==> config.mk <==
export PLATFORM = sky130hd
export DESIGN_NAME = balancing_pid_controller_top
export DESIGN_NICKNAME = d
export VERILOG_FILES = /design/src/sv/bpc_pkg.sv /design/src/sv/bpc_useq.sv /design/src/sv/balancing_pid_controller_top.sv
export VERILOG_INCLUDE_DIRS = /design/src /design/src/sv
export SDC_FILE = /design/constraint.sdc
export NUM_CORES = 2
export LEC_CHECK = 0
export BUFFER_PORTS_ARGS = -buffer_cell sky130_fd_sc_hd__clkbuf_2
export CAP_MARGIN = 20
export CORE_MARGIN = 5
export CORE_UTILIZATION = 45
export DETAILED_ROUTE_END_ITERATION = 10
export PLACE_DENSITY = 0.67
export SLEW_MARGIN = 40
export SYNTH_ARGS = -nofsm -noshare
export SYNTH_HDL_FRONTEND = slang
export SYNTH_HIERARCHICAL = 1
export SYNTH_SLANG_ARGS = --single-unit
==> constraint.sdc <==
create_clock -name clk_i -period 18.6 [get_ports clk_i]
set_clock_uncertainty 0.1 [all_clocks]
set_input_delay 0.93 -clock clk_i [delete_from_list [all_inputs] [get_ports clk_i]]
set_output_delay 0.93 -clock clk_i [all_outputs]
set_load 0.01 [all_outputs]
==> src/sv/balancing_pid_controller_top_defines.svh <==
// assertion macros for the balancing pid controller
`ifndef BALANCING_PID_CONTROLLER_TOP_DEFINES_SVH
`define BALANCING_PID_CONTROLLER_TOP_DEFINES_SVH

// clocked check, off while reset is asserted
`define BPC_ASSERT(lbl, prop, msg) \
  lbl: assert property (@(posedge clk_i) disable iff (!rst_ni) (prop)) else $error(msg);

// clocked check that also holds during reset
`define BPC_ASSERT_RST(lbl, prop, msg) \
  lbl: assert property (@(posedge clk_i) (prop)) else $error(msg);

`endif

==> src/sv/bpc_pkg.sv <==
// shared types, field widths and microcode rom for the balancing pid controller
`default_nettype none

package bpc_pkg;

  localparam int TILT_W      = 25;
  localparam int TARGET_W    = 25;
  localparam int GAIN_W      = 24;
  localparam int DRIVE_W     = 26;
  localparam int OFS_OUT_W   = 24;
  localparam int INTEG_OUT_W = 26;
  localparam int ERR_W       = 26;
  localparam int DIFF_W      = ERR_W + 1;
  localparam int CFG_IDX_W   = 2;

  localparam int S_TDATA_W = 56;
  localparam int M_FIELD_W = DRIVE_W + OFS_OUT_W + INTEG_OUT_W + ERR_W;
  localparam int M_TDATA_W = 104;
  localparam int M_PAD_W   = M_TDATA_W - M_FIELD_W;

  localparam logic signed [GAIN_W-1:0] PROP_GAIN_RST  = 24'sd786432;
  localparam logic signed [GAIN_W-1:0] INTEG_GAIN_RST = 24'sd26214;
  localparam logic signed [GAIN_W-1:0] DERIV_GAIN_RST = 24'sd655360;

  localparam int STEP_W = 4;

  typedef enum logic [CFG_IDX_W-1:0] {
    REG_PROP_GAIN  = 2'd0,
    REG_INTEG_GAIN = 2'd1,
    REG_DERIV_GAIN = 2'd2
  } cfg_reg_e;

  typedef enum logic [3:0] {
    OP_CHECK,
    OP_ERR_SAT,
    OP_INTEG_MUL,
    OP_INTEG,
    OP_PROP_SUM,
    OP_DERIV_SUM,
    OP_DRIVE,
    OP_DRIFT,
    OP_EMIT,
    OP_HALT
  } op_e;

  typedef enum logic [1:0] {
    JC_NONE,
    JC_HALT,
    JC_ALWAYS
  } jcond_e;

  localparam logic [STEP_W-1:0] ADDR_EMIT = 4'd8;
  localparam logic [STEP_W-1:0] ADDR_HALT = 4'd9;

  typedef struct packed {
    op_e               op;
    jcond_e            jcond;
    logic [STEP_W-1:0] jaddr;
    logic              last;
  } uword_t;

  typedef struct packed {
    logic busy;
    logic fire;
    op_e  op;
  } dp_ctrl_t;

  typedef struct packed {
    logic halt;
    logic out_free;
  } dp_stat_t;

  function automatic uword_t ucode_rom(input logic [STEP_W-1:0] addr);
    uword_t w;
    w = '{op: OP_EMIT, jcond: JC_NONE, jaddr: '0, last: 1'b1};
    unique case (addr)
      4'd0: w = '{op: OP_CHECK,     jcond: JC_HALT,   jaddr: ADDR_HALT, last: 1'b0};
      4'd1: w = '{op: OP_ERR_SAT,   jcond: JC_NONE,   jaddr: '0,        last: 1'b0};
      4'd2: w = '{op: OP_INTEG_MUL, jcond: JC_NONE,   jaddr: '0,        last: 1'b0};
      4'd3: w = '{op: OP_INTEG,     jcond: JC_NONE,   jaddr: '0,        last: 1'b0};
      4'd4: w = '{op: OP_PROP_SUM,  jcond: JC_NONE,   jaddr: '0,        last: 1'b0};
      4'd5: w = '{op: OP_DERIV_SUM, jcond: JC_NONE,   jaddr: '0,        last: 1'b0};
      4'd6: w = '{op: OP_DRIVE,     jcond: JC_NONE,   jaddr: '0,        last: 1'b0};
      4'd7: w = '{op: OP_DRIFT,     jcond: JC_NONE,   jaddr: '0,        last: 1'b0};
      4'd8: w = '{op: OP_EMIT,      jcond: JC_NONE,   jaddr: '0,        last: 1'b1};
      4'd9: w = '{op: OP_HALT,      jcond: JC_ALWAYS, jaddr: ADDR_EMIT, last: 1'b0};
      default: w = '{op: OP_EMIT, jcond: JC_NONE, jaddr: '0, last: 1'b1};
    endcase
    return w;
  endfunction

endpackage

`default_nettype wire

==> src/sv/bpc_useq.sv <==
// microcode sequencer: step counter, rom fetch and conditional and unconditional jumps
`default_nettype none

module bpc_useq (
  input  wire                logic clk_i,
  input  wire                logic rst_ni,
  input  wire                logic start_i,
  input  wire  bpc_pkg::dp_stat_t stat_i,
  output bpc_pkg::dp_ctrl_t        ctrl_o
);
  import bpc_pkg::*;

  logic              busy_q, busy_d;
  logic [STEP_W-1:0] step_q, step_d;
  uword_t            uw;

  assign uw = ucode_rom(step_q);

  always_comb begin
    busy_d = busy_q;
    step_d = step_q;
    if (!busy_q) begin
      if (start_i) begin
        busy_d = 1'b1;
        step_d = '0;
      end
    end else if (uw.last) begin
      if (stat_i.out_free) begin
        busy_d = 1'b0;
      end
    end else begin
      unique case (uw.jcond)
        JC_HALT:   step_d = stat_i.halt ? uw.jaddr : STEP_W'(step_q + 1'b1);
        JC_ALWAYS: step_d = uw.jaddr;
        default:   step_d = STEP_W'(step_q + 1'b1);
      endcase
    end
  end

  always_ff @(posedge clk_i or negedge rst_ni) begin
    if (!rst_ni) begin
      busy_q <= 1'b0;
      step_q <= '0;
    end else begin
      busy_q <= busy_d;
      step_q <= step_d;
    end
  end

  assign ctrl_o.busy = busy_q;
  assign ctrl_o.fire = busy_q && (!uw.last || stat_i.out_free);
  assign ctrl_o.op   = uw.op;

endmodule

`default_nettype wire

==> src/sv/balancing_pid_controller_top.sv <==
// balancing pid controller top level: config registers, datapath and output stage
// a running tick executes all 9 microcode steps, check through emit; a halted tick runs check, halt and emit
// a new input is accepted only once the current tick has finished; emit stalls while an untaken result is held
// one shared signed multiplier with a registered product sets the step count
// the next input is taken while a result still waits in the output register
// reset: asynchronous active low, clears gains to defaults, state, latch and valids
`default_nettype none

module balancing_pid_controller_top #(
  parameter int FRAC_BITS = 16
) (
  input  wire logic                              clk_i,
  input  wire logic                              rst_ni,
  input  wire logic                              s_axis_tvalid,
  output logic                                   s_axis_tready,
  // tilt_angle [24:0], target_angle [49:25], zero pad
  input  wire logic [bpc_pkg::S_TDATA_W-1:0]     s_axis_tdata,
  // running
  input  wire logic                              s_axis_tuser,
  output logic                                   m_axis_tvalid,
  input  wire logic                              m_axis_tready,
  // drive [25:0], balance_offset [49:26], integral [75:50], last_error [101:76], zero pad
  output logic [bpc_pkg::M_TDATA_W-1:0]          m_axis_tdata,
  // halted
  output logic                                   m_axis_tuser,
  input  wire logic                              cfg_valid_i,
  output logic                                   cfg_ready_o,
  input  wire logic [bpc_pkg::CFG_IDX_W-1:0]     cfg_index_i,
  input  wire logic [bpc_pkg::GAIN_W-1:0]        cfg_data_i
);
  import bpc_pkg::*;

  `include "balancing_pid_controller_top_defines.svh"

  localparam int IW = FRAC_BITS + 10;
  localparam int OW = FRAC_BITS + 8;
  localparam int BW = (IW > DIFF_W) ? IW : DIFF_W;
  localparam int PW = GAIN_W + BW;

  localparam logic signed [PW-1:0] TILT_LIM   = PW'(64'sd30 <<< FRAC_BITS);
  localparam logic signed [PW-1:0] BRAKE_TH   = PW'(64'sd10 <<< FRAC_BITS);
  localparam logic signed [PW-1:0] CLAMP_LIM  = PW'(64'sd400 <<< FRAC_BITS);
  localparam logic signed [PW-1:0] DEADBAND   = PW'(64'sd5 <<< FRAC_BITS);
  localparam logic signed [PW-1:0] OFS_LIM    = PW'(64'sd90 <<< FRAC_BITS);
  localparam logic signed [PW-1:0] ERR_MAX    = PW'(64'sd33554431);
  localparam logic signed [PW-1:0] ERR_MIN    = PW'(-64'sd33554432);
  localparam logic signed [GAIN_W-1:0] BRAKE_COEF =
    GAIN_W'(((64'sd15 <<< FRAC_BITS) + 64'sd500) / 64'sd1000);
  localparam logic signed [PW-1:0] DRIFT_STEP =
    PW'(((64'sd15 <<< FRAC_BITS) + 64'sd5000) / 64'sd10000);

  // configuration
  logic signed [GAIN_W-1:0] prop_gain_q, prop_gain_d;
  logic signed [GAIN_W-1:0] integ_gain_q, integ_gain_d;
  logic signed [GAIN_W-1:0] deriv_gain_q, deriv_gain_d;

  // input item
  logic signed [TILT_W-1:0]   tilt_q, tilt_d;
  logic signed [TARGET_W-1:0] target_q, target_d;
  logic                       run_q, run_d;

  // controller state
  logic                    latch_q, latch_d;
  logic signed [IW-1:0]    integ_q, integ_d;
  logic signed [ERR_W-1:0] prev_err_q, prev_err_d;
  logic signed [IW-1:0]    prev_drv_q, prev_drv_d;
  logic signed [OW-1:0]    ofs_q, ofs_d;

  // working registers
  logic signed [PW-1:0]     acc_q, acc_d;
  logic signed [PW-1:0]     prod_q, prod_d;
  logic signed [ERR_W-1:0]  err_q, err_d;
  logic signed [DIFF_W-1:0] diff_q, diff_d;
  logic                     halted_q, halted_d;

  // output stage
  logic                 m_valid_q, m_valid_d;
  logic [M_TDATA_W-1:0] m_data_q, m_data_d;
  logic                 m_user_q, m_user_d;

  dp_ctrl_t ctrl;
  dp_stat_t stat;
  logic     start;

  logic signed [GAIN_W-1:0] mul_a;
  logic signed [BW-1:0]     mul_b;
  logic signed [PW-1:0]     mul_full;
  logic signed [PW-1:0]     prod_sh;

  logic signed [PW-1:0] tilt_w, target_w, ofs_w, integ_w, prev_drv_w;
  logic                 tilt_over, latch_new, halt_now, brake_on;
  logic signed [PW-1:0] err_sum, err_sat, int_sum, int_sat, drv_sat, drv_db;
  logic signed [PW-1:0] ofs_sum, ofs_sat;

  assign start         = s_axis_tvalid && s_axis_tready;
  assign s_axis_tready = !ctrl.busy;
  assign cfg_ready_o   = 1'b1;

  assign stat.out_free = !m_valid_q || m_axis_tready;
  assign stat.halt     = halt_now;

  bpc_useq u_useq (
    .clk_i   (clk_i),
    .rst_ni  (rst_ni),
    .start_i (start),
    .stat_i  (stat),
    .ctrl_o  (ctrl)
  );

  assign tilt_w     = PW'(tilt_q);
  assign target_w   = PW'(target_q);
  assign ofs_w      = PW'(ofs_q);
  assign integ_w    = PW'(integ_q);
  assign prev_drv_w = PW'(prev_drv_q);

  assign tilt_over = (tilt_w > TILT_LIM) || (tilt_w < -TILT_LIM);
  assign latch_new = (run_q && latch_q) || tilt_over;
  assign halt_now  = !run_q || latch_new;
  assign brake_on  = (prev_drv_w > BRAKE_TH) || (prev_drv_w < -BRAKE_TH);

  // shared multiplier operand select
  always_comb begin
    mul_a = prop_gain_q;
    mul_b = BW'(err_q);
    case (ctrl.op)
      OP_CHECK: begin
        mul_a = BRAKE_COEF;
        mul_b = BW'(prev_drv_q);
      end
      OP_INTEG_MUL: mul_a = integ_gain_q;
      OP_PROP_SUM: begin
        mul_a = deriv_gain_q;
        mul_b = BW'(diff_q);
      end
      default: ;
    endcase
  end

  assign mul_full = mul_a * mul_b;
  assign prod_sh  = prod_q >>> FRAC_BITS;

  assign err_sum = acc_q + (brake_on ? prod_sh : '0);
  assign err_sat = (err_sum > ERR_MAX) ? ERR_MAX : ((err_sum < ERR_MIN) ? ERR_MIN : err_sum);
  assign int_sum = integ_w + prod_sh;
  assign int_sat = (int_sum > CLAMP_LIM) ? CLAMP_LIM :
                   ((int_sum < -CLAMP_LIM) ? -CLAMP_LIM : int_sum);
  assign drv_sat = (acc_q > CLAMP_LIM) ? CLAMP_LIM :
                   ((acc_q < -CLAMP_LIM) ? -CLAMP_LIM : acc_q);
  assign drv_db  = ((drv_sat < DEADBAND) && (drv_sat > -DEADBAND)) ? '0 : drv_sat;
  assign ofs_sum = (prev_drv_w < 0) ? ofs_w + DRIFT_STEP :
                   ((prev_drv_w > 0) ? ofs_w - DRIFT_STEP : ofs_w);
  assign ofs_sat = (ofs_sum > OFS_LIM) ? OFS_LIM :
                   ((ofs_sum < -OFS_LIM) ? -OFS_LIM : ofs_sum);

  // config writes
  always_comb begin
    prop_gain_d  = prop_gain_q;
    integ_gain_d = integ_gain_q;
    deriv_gain_d = deriv_gain_q;
    if (cfg_valid_i) begin
      unique case (cfg_index_i)
        REG_PROP_GAIN:  prop_gain_d  = cfg_data_i;
        REG_INTEG_GAIN: integ_gain_d = cfg_data_i;
        REG_DERIV_GAIN: deriv_gain_d = cfg_data_i;
        default: ;
      endcase
    end
  end

  // datapath step execution
  always_comb begin
    tilt_d     = tilt_q;
    target_d   = target_q;
    run_d      = run_q;
    latch_d    = latch_q;
    integ_d    = integ_q;
    prev_err_d = prev_err_q;
    prev_drv_d = prev_drv_q;
    ofs_d      = ofs_q;
    acc_d      = acc_q;
    prod_d     = prod_q;
    err_d      = err_q;
    diff_d     = diff_q;
    halted_d   = halted_q;
    m_valid_d  = m_valid_q && !m_axis_tready;
    m_data_d   = m_data_q;
    m_user_d   = m_user_q;

    if (start) begin
      tilt_d   = s_axis_tdata[TILT_W-1:0];
      target_d = s_axis_tdata[TILT_W+TARGET_W-1:TILT_W];
      run_d    = s_axis_tuser;
    end

    if (ctrl.fire) begin
      case (ctrl.op)
        OP_CHECK: begin
          latch_d  = latch_new;
          halted_d = halt_now;
          acc_d    = tilt_w - target_w - ofs_w;
          prod_d   = mul_full;
        end
        OP_ERR_SAT: err_d = ERR_W'(err_sat);
        OP_INTEG_MUL: begin
          prod_d = mul_full;
          diff_d = DIFF_W'(err_q) - DIFF_W'(prev_err_q);
        end
        OP_INTEG: begin
          integ_d = IW'(int_sat);
          prod_d  = mul_full;
        end
        OP_PROP_SUM: begin
          acc_d  = prod_sh + integ_w;
          prod_d = mul_full;
        end
        OP_DERIV_SUM: acc_d = acc_q + prod_sh;
        OP_DRIVE: begin
          prev_drv_d = IW'(drv_db);
          prev_err_d = err_q;
        end
        OP_DRIFT: begin
          if (target_q == '0) begin
            ofs_d = OW'(ofs_sat);
          end
        end
        OP_HALT: begin
          prev_drv_d = '0;
          integ_d    = '0;
        end
        OP_EMIT: begin
          m_valid_d = 1'b1;
          m_user_d  = halted_q;
          m_data_d  = {{M_PAD_W{1'b0}}, prev_err_q, integ_w[INTEG_OUT_W-1:0],
                       ofs_w[OFS_OUT_W-1:0], prev_drv_w[DRIVE_W-1:0]};
        end
        default: ;
      endcase
    end
  end

  always_ff @(posedge clk_i or negedge rst_ni) begin
    if (!rst_ni) begin
      prop_gain_q  <= PROP_GAIN_RST;
      integ_gain_q <= INTEG_GAIN_RST;
      deriv_gain_q <= DERIV_GAIN_RST;
      latch_q      <= 1'b0;
      integ_q      <= '0;
      prev_err_q   <= '0;
      prev_drv_q   <= '0;
      ofs_q        <= '0;
      m_valid_q    <= 1'b0;
    end else begin
      prop_gain_q  <= prop_gain_d;
      integ_gain_q <= integ_gain_d;
      deriv_gain_q <= deriv_gain_d;
      latch_q      <= latch_d;
      integ_q      <= integ_d;
      prev_err_q   <= prev_err_d;
      prev_drv_q   <= prev_drv_d;
      ofs_q        <= ofs_d;
      m_valid_q    <= m_valid_d;
    end
  end

  always_ff @(posedge clk_i) begin
    tilt_q   <= tilt_d;
    target_q <= target_d;
    run_q    <= run_d;
    acc_q    <= acc_d;
    prod_q   <= prod_d;
    err_q    <= err_d;
    diff_q   <= diff_d;
    halted_q <= halted_d;
    m_data_q <= m_data_d;
    m_user_q <= m_user_d;
  end

  assign m_axis_tvalid = m_valid_q;
  assign m_axis_tdata  = m_data_q;
  assign m_axis_tuser  = m_user_q;

  `BPC_ASSERT_RST(a_integ_bound, (integ_w <= CLAMP_LIM) && (integ_w >= -CLAMP_LIM), "integral outside clamp")
  `BPC_ASSERT_RST(a_ofs_bound, (ofs_w <= OFS_LIM) && (ofs_w >= -OFS_LIM), "offset outside bound")
  `BPC_ASSERT(a_deadband, (prev_drv_w != 0) |-> ((prev_drv_w >= DEADBAND) || (prev_drv_w <= -DEADBAND)), "drive inside deadband")
  `BPC_ASSERT(a_halt_zero, (m_valid_q && m_user_q) |-> ((m_data_q[DRIVE_W-1:0] == '0) && (m_data_q[M_FIELD_W-ERR_W-1:DRIVE_W+OFS_OUT_W] == '0)), "halted result with nonzero drive or integral")

endmodule

`default_nettype wire
Word-level counts from Yosys, hierarchy flattened
Memory sizes are Yosys's and may differ from the RTL's. Index checks and enable logic that the tools add are counted.

Memories kept: 1. Bits in registers: 491. Output and inout bits: 108. Word-level logic and storage cells: 127. Memory bits (read-only): 144. Input bits: 88.

$mul: 1. $lt $le $gt $ge: 16. $add $sub $neg: 9. Mux-type cells: 27. Reduce and logical (&&, ||, !) cells: 38. Eq/ne operators: 14.

Memory list: (name not given) (words 16, width 9, rd ports 1, clocked after memory_dff 0, wr ports 0, line bpc_pkg.sv:76) `unique case (addr)`.

Operator list (count): two-way mux 51 bit (5); one-hot mux 51 bit (3 select lines) (1); two-way mux 26 bit (4); one-hot mux 26 bit (2 select lines) (2); > comparator 51 x 26 -> 1 bit, second input constant (2); < comparator 51 x 26 -> 1 bit, second input constant (2); one-hot mux 24 bit (3 select lines) (1); one-hot mux 27 bit (2 select lines) (1); adder 51 x 35 -> 51 bit (1); adder 51 bit (1); > comparator 51 x 20 -> 1 bit, second input constant (1); > comparator 51 x 24 -> 1 bit, second input constant (1); < comparator 51 x 20 -> 1 bit, second input constant (1); < comparator 51 x 24 -> 1 bit, second input constant (1); multiplier 24 x 27 -> 51 bit (1); two-way mux 24 bit (2); adder 35 x 26 -> 36 bit (1); > comparator 36 x 26 -> 1 bit, second input constant (1); < comparator 36 x 26 -> 1 bit, second input constant (1); subtractor 26 x 24 -> 27 bit (1); subtractor 26 x 26 -> 27 bit (1); > comparator 26 x 1 -> 1 bit, second input constant (1); > comparator 26 x 21 -> 1 bit, second input constant (1); < comparator 26 x 1 -> 1 bit, second input constant (1); 28 further kinds (70).

Logic depth before layout (Yosys ltp)
Depth in word-level cells: 8. Depth in mapped cells: 41. Gate-level depth less buffers: 38.

By module
The synthesis kept the hierarchy.

By module, submodules not included: balancing_pid_controller_top (cells each 5452, sequential area each 13192.7 um^2, area an instance 52596.7 um^2, instances 1); bpc_useq (cells each 36, sequential area each 125.1 um^2, area an instance 351.6 um^2, instances 1).

Worst setup path after synthesis
No wires, ideal clock.

Kind: register to register. Start point: register u_useq.step_q[3]. End point: register acc_q[0] (enable). Required time: 17.766 ns. Period minus slack after synthesis: 10.303 ns. Data arrival time: 9.469 ns. Setup time: 0.734 ns. Path slack: 8.297 ns. Stages on the path, launching flop included: 6. Path buffers: 2. Path through: dfrtp_1 -> nor2b_1 -> clkbuf_1 -> buf_1 -> inv_1 -> a2111oi_0.

RTL lines: start, declared (line bpc_useq.sv:14) `logic [STEP_W-1:0] step_q, step_d;`; start signal, assigned (line bpc_useq.sv:46) `step_q <= step_d;`; end signal, assigned (line balancing_pid_controller_top.sv:269) `acc_q <= acc_d;`; end, declared (line balancing_pid_controller_top.sv:70) `logic signed [PW-1:0] acc_q, acc_d;`.

==> flow_summary.json <==
{
  "port_buffers": 185,
  "layout.cells.non_filler": 7162,
  "post_drt_via_cell_ratio": 5.87,
  "maximum_number_of_pins_on_one_net_before_global_route_repair": 81,
  "syn-mean-instance-area_um2": 9.65,
  "synth_edf_count": 293,
  "dieArea_mm2": 0.125,
  "synth.area.top_cells": "sky130_fd_sc_hd__fa_1 (26%), sky130_fd_sc_hd__edfxtp_1 (17%), sky130_fd_sc_hd__dfrtp_1 (7.9%)",
  "clock_tree.htree_level_count": 2,
  "tritoncts": "done",
  "worstHoldPathType": "input pin to asynchronous set/reset pin",
  "cpMostUsedCell": "sky130_fd_sc_hd__fa_1",
  "post_synth_inst_count": 5488,
  "maximum_achievable_frequency_mhz": 92.1,
  "placed_cells": 7062,
  "timing_max_transition_violations_final": 0,
  "track_usage": 0.267,
  "io_pins": 196,
  "synth_cell_type_count": 123,
  "fin_crit_sh": 0.584,
  "timing.critical_path.slowest_cell_delay_ns": 0.87,
  "syn2layout_area_growth_pct": 8.77,
  "overflow": 0,
  "period_minus_slack_ns": 10.86,
  "routabilityCongestion": 0.981,
  "remaining_drc_errors": 0,
  "postSynthRegisterBits": 473,
  "postLayoutCoreUtil": 0.494,
  "post-synth-top-count-cell": "sky130_fd_sc_hd__inv_1",
  "hold_viol_final": 0,
  "result_of_the_run": "complete, no violations",
  "grt_pass1_wl_um": 257000,
  "start_util": 0.454,
  "post-synth-top-area-cell": "sky130_fd_sc_hd__fa_1",
  "critPathCaptureType": "flip-flop",
  "synth_async_sr_flop_share": 0.381,
  "clk_pin_slew_ns": 0.06,
  "clk_latency_ns": 0.65,
  "area.sequential_mm2": 0.0133,
  "cts_root_buf": "sky130_fd_sc_hd__clkbuf_16",
  "layout-drive-gt1-share": 0.105,
  "tns_ns": 0,
  "clock_path_buffers": 3,
  "netlist_area_mm2": 0.0529,
  "critical-path-slowest-cell": "sky130_fd_sc_hd__or4b_2",
  "worst-slew-pin-transition_ns": 0.924,
  "max_cap_viols": 0,
  "critical_setup_path_class": "flip-flop to flip-flop",
  "synthesis.yosys.warnings": 6,
  "postCtsSetupBuffers": 0,
  "std_cell_rows": 125,
  "floorplan.die.width_um": 353,
  "multiInputGateArea_mm2": 0.0358,
  "drt_pre_antenna_iters": 6,
  "unrepaired_setup_endpoints_after_global_routing": "false",
  "fillCellCount": 10700,
  "routed-via-count": 42100,
  "post_cts_resized": 0,
  "final_net_count": 6712,
  "synth.top_cell.area_share": 0.265,
  "detail_route.iter0.violations": 3971,
  "wire_per_inst_um": 23.5,
  "cts.sinks": 473,
  "finalSetupViolations": 0,
  "relSlewSlack": 0.384,
  "largest_fanout_of_any_net_on_the_critical_path": 27,
  "number_of_global_route_vias_before_repair": 42300,
  "die_h_um": 353,
  "cts_hold_buffers": 0,
  "seq_area_frac_synth": 0.252,
  "hpwl_um": 133000,
  "post_synth_most_frequent_cells": "sky130_fd_sc_hd__inv_1 (850), sky130_fd_sc_hd__fa_1 (700), sky130_fd_sc_hd__nor2_1 (545)",
  "critical_path_arrival_ns": 11.10,
  "core-area_mm2": 0.117,
  "crit_required_ns": 18.84,
  "tritoncts.num_buffers": 51,
  "number_of_routed_nets_with_antenna_violations": 0,
  "grt_antenna_before_repair": 14,
  "synth-main-ff-cell": "sky130_fd_sc_hd__edfxtp_1",
  "setup.worst_path.start_class": "flip-flop",
  "routed_wirelength_um": 168000
}
worst max-delay path: cells and delay by family, from the launching register on:
kind	cells	cell delay (ns)
xor gates and xnor gates	1	0.12
and+or+nand+nor	11	2.90
DFF	1	0.44
adders and majority gates	9	4.25
AOI/OAI and AO/OA	8	1.83
buffers and inverters	6	0.89
layout by cell type (no fill, tap or decap), drive strengths merged, types with 46 or more instances in the layout:
cell type | Yosys | final
a21o | 131 | 131
and2 | 51 | 51
mux2 | 102 | 102
buf | 20 | 80
xnor2 | 137 | 137
ha | 332 | 332
nand2b | 46 | 46
o21ai | 223 | 223
a21oi | 232 | 232
inv | 851 | 855
and3 | 49 | 49
a22o | 49 | 49
nor3 | 60 | 60
nand2 | 526 | 526
nand4 | 58 | 58
nand3 | 69 | 69
nor2 | 545 | 545
edfxtp | 293 | 293
clkbuf | 193 | 251
nor4 | 53 | 53
fa | 700 | 700
xor2 | 75 | 75
dfrtp | 168 | 168
metal layers:
metal  global-route usage  wire (µm)
met5                    0         27
met4               0.0893       6650
met3               0.0664      18100
met2                0.412      74100
met1                0.370      69500
logic make-up (layout without fill, tap and decap cells):
| kind of cell | Yosys count | after routing | synth area share |
|---|---|---|---|
| simple gates | 1580 | 1580 | 0.136 |
| buf+inv | 1068 | 1212 | 0.0789 |
| fa+ha+maj | 1032 | 1032 | 0.343 |
| compound gates | 985 | 985 | 0.127 |
| flops | 473 | 473 | 0.252 |
| xor+xnor | 212 | 212 | 0.0352 |
| mux | 136 | 136 | 0.0282 |
| other cells | 2 | 8 | 0.000142 |
layout make-up:
class | count | area share
clock buffer | 66 | 0.0238
tap | 1524 | 0.0331
timing repair buffer | 265 | 0.0269
inverter | 852 | 0.0556
clock inverter | 29 | 0.00769
sequential | 473 | 0.231
multi-input combinational | 3949 | 0.621
antenna | 4 | 0.000174
sequential cells by signal, indices dropped and copies added, names as in the netlist, 4 cells and up:
| name | count |
|---|---|
| acc_q | 51 |
| deriv_gain_q | 24 |
| diff_q | 27 |
| err_q | 26 |
| integ_gain_q | 24 |
| integ_q | 26 |
| m_axis_tdata | 101 |
| ofs_q | 23 |
| prev_drv_q | 26 |
| prev_err_q | 26 |
| prod_q | 35 |
| prop_gain_q | 24 |
| target_q | 25 |
| tilt_q | 25 |
| u_useq/step_q | 4 |
metrics by stage:
step                area, µm²  setup WS (ns)  hold slack, ns
finish                  57600           7.74           0.165
CTS                     57600           7.69           0.170
detailed placement      55700           7.74           0.305
floorplan               53000           8.30           0.300
global placement        55600           7.25           0.303
global route            57600           7.31           0.195
path summary, 6_finish.rpt:
| path | slack [ns] | start | end | cells after the start |
|---|---|---|---|---|
| max | 7.74 | u_useq/step_q[0] | prod_q[50] | 35 |
| min | 0.16 | rst_ni | ofs_q[20] | 1 |
| max reg2reg | 7.74 | u_useq/step_q[0] | prod_q[50] | 35 |
| min reg2reg | 0.32 | halted_q | m_axis_tuser | 0 |
| max in group asynchronous | 16.56 | rst_ni | prev_err_q[24] | 3 |
| min in group clk_i | 0.32 | halted_q | m_axis_tuser | 0 |
Power is not shown: default switching activity piles up to over one toggle a cycle in this logic, so the estimate is an artifact.
